File: src/kruskal_union_find_edge_filter_macros.svh
// Assertion macros for the Kruskal edge filter.
`ifndef KRUSKAL_UNION_FIND_EDGE_FILTER_MACROS_SVH
`define KRUSKAL_UNION_FIND_EDGE_FILTER_MACROS_SVH

`ifndef SYNTHESIS

// Same-cycle implication, disabled while reset is asserted.
`define KUFEF_ASSERT_IMP(lbl, clk, rst_n, ante, cons) \
    lbl: assert property (@(posedge clk) disable iff (!(rst_n)) (ante) |-> (cons)) \
        else $error("assertion failed");

// Next-cycle implication, disabled while reset is asserted.
`define KUFEF_ASSERT_NXT(lbl, clk, rst_n, ante, cons) \
    lbl: assert property (@(posedge clk) disable iff (!(rst_n)) (ante) |=> (cons)) \
        else $error("assertion failed");

`else

`define KUFEF_ASSERT_IMP(lbl, clk, rst_n, ante, cons)
`define KUFEF_ASSERT_NXT(lbl, clk, rst_n, ante, cons)

`endif

`endif

File: src/kufef_pkg.sv
// Shared constants and types for the Kruskal union-find edge filter.
package kufef_pkg;

    localparam int DEF_MAX_NODES = 1024;
    localparam int NODE_W        = 10;
    localparam int WEIGHT_W      = 32;
    localparam int SUM_W         = 30;
    localparam int CFG_W         = 11;

    localparam logic [CFG_W-1:0] CFG_RESET = 11'd1024;
    localparam logic [SUM_W-1:0] MODULUS   = 30'd1000000007;

    typedef enum logic [2:0] {
        S_CLEAR,
        S_IDLE,
        S_FIND_RD,
        S_FIND_CHK,
        S_FIND_HALF,
        S_MERGE,
        S_REPORT
    } t_state;

    typedef struct packed {
        logic job_clear;
        logic clr_step;
        logic load;
        logic latch_size_a;
        logic chk;
        logic root_a;
        logic half;
        logic merge;
        logic report;
    } t_dp_cmd;

    typedef struct packed {
        logic clr_last;
        logic index_err;
        logic is_root;
    } t_dp_status;

endpackage

File: src/kufef_ctrl.sv
// Sequencing state machine for the union-find edge filter.
module kufef_ctrl (
    input  logic                  i_clk,
    input  logic                  i_rst_n,
    input  logic                  start,
    input  logic                  i_cfg_we,
    input  kufef_pkg::t_dp_status i_status,
    output kufef_pkg::t_dp_cmd    o_cmd,
    output logic                  busy
);
    import kufef_pkg::*;

    t_state r_state, n_state;
    logic   r_phase_b, n_phase_b;

    always_ff @(posedge i_clk) begin
        if (!i_rst_n) begin
            r_state   <= S_CLEAR;
            r_phase_b <= 1'b0;
        end else begin
            r_state   <= n_state;
            r_phase_b <= n_phase_b;
        end
    end

    always_comb begin
        o_cmd     = '0;
        n_state   = r_state;
        n_phase_b = r_phase_b;
        unique case (r_state)
            S_CLEAR: begin
                o_cmd.clr_step = 1'b1;
                if (i_status.clr_last) begin
                    n_state = S_IDLE;
                end
            end
            S_IDLE: begin
                if (start) begin
                    o_cmd.load = 1'b1;
                    n_phase_b  = 1'b0;
                    n_state    = S_FIND_RD;
                end
            end
            S_FIND_RD: begin
                o_cmd.latch_size_a = r_phase_b;
                if (!r_phase_b && i_status.index_err) begin
                    n_state = S_REPORT;
                end else begin
                    n_state = S_FIND_CHK;
                end
            end
            S_FIND_CHK: begin
                o_cmd.chk = 1'b1;
                if (i_status.is_root) begin
                    if (!r_phase_b) begin
                        // First root found: start the walk from the second endpoint.
                        o_cmd.root_a = 1'b1;
                        n_phase_b    = 1'b1;
                        n_state      = S_FIND_RD;
                    end else begin
                        n_state = S_MERGE;
                    end
                end else begin
                    n_state = S_FIND_HALF;
                end
            end
            S_FIND_HALF: begin
                o_cmd.half = 1'b1;
                n_state    = S_FIND_CHK;
            end
            S_MERGE: begin
                o_cmd.merge = 1'b1;
                n_state     = S_REPORT;
            end
            S_REPORT: begin
                o_cmd.report = 1'b1;
                n_state      = S_IDLE;
            end
            default: begin
                n_state = S_CLEAR;
            end
        endcase
        // A new node count restarts the job with a fresh clearing pass.
        if (i_cfg_we) begin
            o_cmd.job_clear = 1'b1;
            n_state         = S_CLEAR;
        end
    end

    assign busy = (r_state != S_IDLE);

endmodule

File: config.mk
export PLATFORM = sky130hd
export DESIGN_NAME = kufef_ctrl
export DESIGN_NICKNAME = d
export VERILOG_FILES = /design/src/kruskal_union_find_edge_filter_macros.svh /design/src/kufef_pkg.sv /design/src/kufef_ctrl.sv
export SDC_FILE = /design/constraint.sdc
export NUM_CORES = 1
export LEC_CHECK = 0
export BUFFER_PORTS_ARGS = -buffer_cell sky130_fd_sc_hd__buf_2
export CAP_MARGIN = 40
export CORE_AREA = 4 4 41 43
export CTS_BUF_LIST = sky130_fd_sc_hd__clkbuf_4
export CTS_CLUSTER_SIZE = 28
export DETAILED_ROUTE_END_ITERATION = 6
export DIE_AREA = 0 0 45 47
export PLACE_DENSITY = 0.49
export SLEW_MARGIN = 5
export SYNTH_ARGS = -nofsm -noshare
export SYNTH_HDL_FRONTEND = slang
export SYNTH_SLANG_ARGS = --single-unit
File: constraint.sdc
create_clock -name i_clk -period 2.1 [get_ports i_clk]
set_input_delay 0.21 -clock i_clk [delete_from_list [all_inputs] [get_ports i_clk]]
set_output_delay 0.21 -clock i_clk [all_outputs]
set_load 0.02 [all_outputs]
==> results.py <==
metrics = {
    "power": {
        "p_leak_uw": 0.000210,
        "power.share.sequential_pct": 40.5,
        "clkPwrFrac_pct": 44.8,
        "cellInternalPower_uw": 155,
        "netSwitchingPower_uw": 50.0,
        "power.ir.vdd_worst_mv": 0.189,
        "switching_share_pct": 24.4,
        "power_per_standard_cell_area_mw_per_mm2": 497,
        "pwr-share-comb_pct": 14.7,
    },
    "sta": {
        "final_setup_violation_count": 0,
        "grt_setup_unrepaired": "no",
        "timing.final.max_slew_violations": 0,
        "final.min_clock_period_ns": 1.67,
        "setup_total_negative_slack_ns": 0,
        "worst-slew-pin-transition_ns": 0.457,
        "final-hold-violation-count": 0,
        "max_freq_mhz": 597,
        "final.setup_skew_ns": 0.00528,
        "max-slew-margin-rel_pct": 69.5,
        "timing.final.crit_share_pct": 79.7,
    },
    "synth": {
        "synth_top_family_by_area": "simple AND/OR/NAND/NOR gates",
        "netlist_instances": 45,
        "synth-compound-area-share_pct": 24.3,
        "syn_nets": 52,
        "syn_area_um2": 324,
        "synth_area_per_cell_um2": 7.20,
        "synth-warning-count": 0,
        "yosysUniqueCellTypes": 23,
        "synth_simple_gate_area_share_pct": 38.6,
        "synthAdderAreaFrac_pct": 0,
        "synth.ff_latch_count": 4,
        "yosys-mux-area-fraction_pct": 0,
        "synth_xor_area_share_pct": 0,
        "synth.top_cells.by_area": "dfxtp_1, buf_4, nand2_1, o21ai_0, nor2b_1",
        "synth-seq-area-share_pct": 24.7,
        "post-synth-top-area-fraction_pct": 24.7,
        "synth_top_area_cell": "dfxtp_1",
    },
    "grt": {
        "largest_net_degree_at_the_start_of_global_routing": 17,
        "groute.usage.overall_pct": 8.84,
        "global_route.overflow_total": 0,
        "grt_pass1_vias": 302,
        "grt_antenna_before_repair": 0,
        "grt_pass1_wl_um": 1310,
    },
    "floorplan": {
        "die_area_mm2": 0.00212,
        "row_count": 13,
        "io_pins": 17,
        "floorplan.initialDensity_pct": 24.9,
        "die_w_um": 45,
        "core-area_mm2": 0.00130,
        "chipHeight_um": 47,
    },
    "critical_path": {
        "crit_type": "reg -> out",
        "cp_slowest_stage_delay_ns": 0.52,
        "critPathTopFamily": "simple AND/OR/NAND/NOR gates",
        "critPathCaptureType": "output port",
        "worstPathCellList": "nor2b_1 -> nand2_1 -> nor2_1 -> buf_2",
        "timing.critical_path.from_type": "register",
        "cp.required_ns": 1.89,
        "timing.critical_path.slowest_stage_cell": "dfxtp_1",
        "crit_arrival_ns": 1.46,
        "critical_path_peak_fanout": 12,
        "critical_path_buf_inv_count": 1,
    },
    "clock_network": {
        "clk-insertion-delay-late_ns": 0.23,
        "htree_num_levels": 1,
        "ctsResizeCount": 0,
        "cts_inserted_buffers": 3,
        "cts_tree": "built",
        "clock_sinks": 4,
        "root_buffer": "clkbuf_4",
        "holdBufCountCts": 0,
        "max-clock-path-buffers": 2,
        "path_clk_slew_ns": 0.04,
        "post_cts_setup_buffers": 0,
    },
    "detailed_routing": {
        "wire_per_inst_um": 10.6,
        "count_of_nets_left_with_antenna_violations_after_detail_routing": 0,
        "dr.pass1.iters": 2,
        "vias_after_detailed_routing": 344,
        "drc_errors": 0,
        "drt-initial-drc-count": 1,
        "via_per_inst": 4.65,
        "detail_route.wirelength_um": 787,
    },
    "finish": {
        "fraction_of_final_layout_cells_sized_beyond_drive_strength_1_pct": 35.6,
        "most-common-layout-cells": "buf_2, nand2_1, nor2_1, o21ai_0, dfxtp_1",
        "n_diodes": 0,
        "area_overhead_vs_synth_pct": 27.4,
        "final_common_cell": "buf_2",
        "finish.net_count": 68,
        "layout.core_utilization_pct": 31.7,
        "layout.filler_cells": 155,
    },
    "place": {
        "globalplace.congestion": 0.711,
        "hpwlAfterDp_um": 616,
        "port_buffers": 16,
    },
    "outcome": {
        "run_status": "completed",
    },
    "job": {
        "max_cap_violations": 0,
    },
    "min_path": {
        "worst_hold_path_type": "in -> reg",
    },
}
cells by family (layout without fill, tap and decap cells):
| group | count (synthesis) | in the layout |
|---|---|---|
| flops | 4 | 4 |
| compound gates | 11 | 11 |
| simple gates | 23 | 23 |
| buf+inv | 7 | 21 |
per-stage QoR:
step	cells	worst slack, ns	hold WS [ns]	cell area, µm²	power, µW
after floorplan	45	0.846	0.364	324	103
after global placement	71	0.701	0.482	390	115
after detailed placement	71	0.659	0.487	390	115
after CTS	74	0.396	0.232	413	214
after global routing	74	0.272	0.241	413	224
final	74	0.426	0.241	413	205
cell type report:
cell class                 count  area [µm²]  area share (%)
clock buffer                   3        22.5            5.45
timing repair buffer          16        80.1            19.4
multi-input combinational     34         204            49.4
tap                           15        18.8            4.55
inverter                       2        7.51            1.82
sequential                     4        80.1            19.4
power by group through the flow:
stage / Sequential, µW / Combinational (µW) / Clock [µW]
global route: 83.9 / 33.2 / 107
detailed placement: 84.4 / 30.3 / 0
global placement: 84.3 / 30.3 / 0
floorplan: 80.4 / 23.0 / 0
finish: 83.1 / 30.1 / 92.0
CTS: 83.2 / 30.4 / 100
per-layer routing:
layer	global-route usage [%]	vias to the layer above	routed length (µm)
met2	13.6	9	363
met4	7.02	0	10
met1	9.75	150	361
li1	-	183	-
met3	3.45	2	51
met5	0	-	0
state kept, by name, indices dropped and copies added (netlist names):
register   cells
r_state        3
r_phase_b      1
synth_stat cells:
cell type,instances
a21oi_1,1
a221oi_2,1
a21bo_2,1
nor3_1,2
inv_1,2
a31oi_1,1
nand2_1,6
dfxtp_1,4
nor3b_1,1
nand2b_1,1
buf_2,2
nor2b_1,3
o21ai_0,4
or4_1,1
nor2_1,4
a21boi_0,1
buf_4,3
a22oi_1,1
a21o_1,1
nand3_1,1
and3b_1,2
and2_1,1
nand4b_1,1
worst reg2reg max path: cells and delay by family, from the launching register on:
| kind | cells | cell delay [ns] |
|---|---|---|
| simple gates | 2 | 0.62 |
| flops | 1 | 0.44 |
| compound gates | 1 | 0.04 |
worst paths after layout:
| kind | from | slack [ns] | to | depth (start not counted) |
|---|---|---|---|---|
| setup reg to reg | r_state[0] | 0.89 | r_state[0] | 3 |
| hold / removal | i_rst_n | 0.24 | r_phase_b | 2 |
| hold reg to reg | r_phase_b | 0.56 | r_phase_b | 2 |
| setup / recovery | r_state[1] | 0.43 | o_cmd[3] | 4 |
Note: power is estimated with default switching activity, not from simulation.
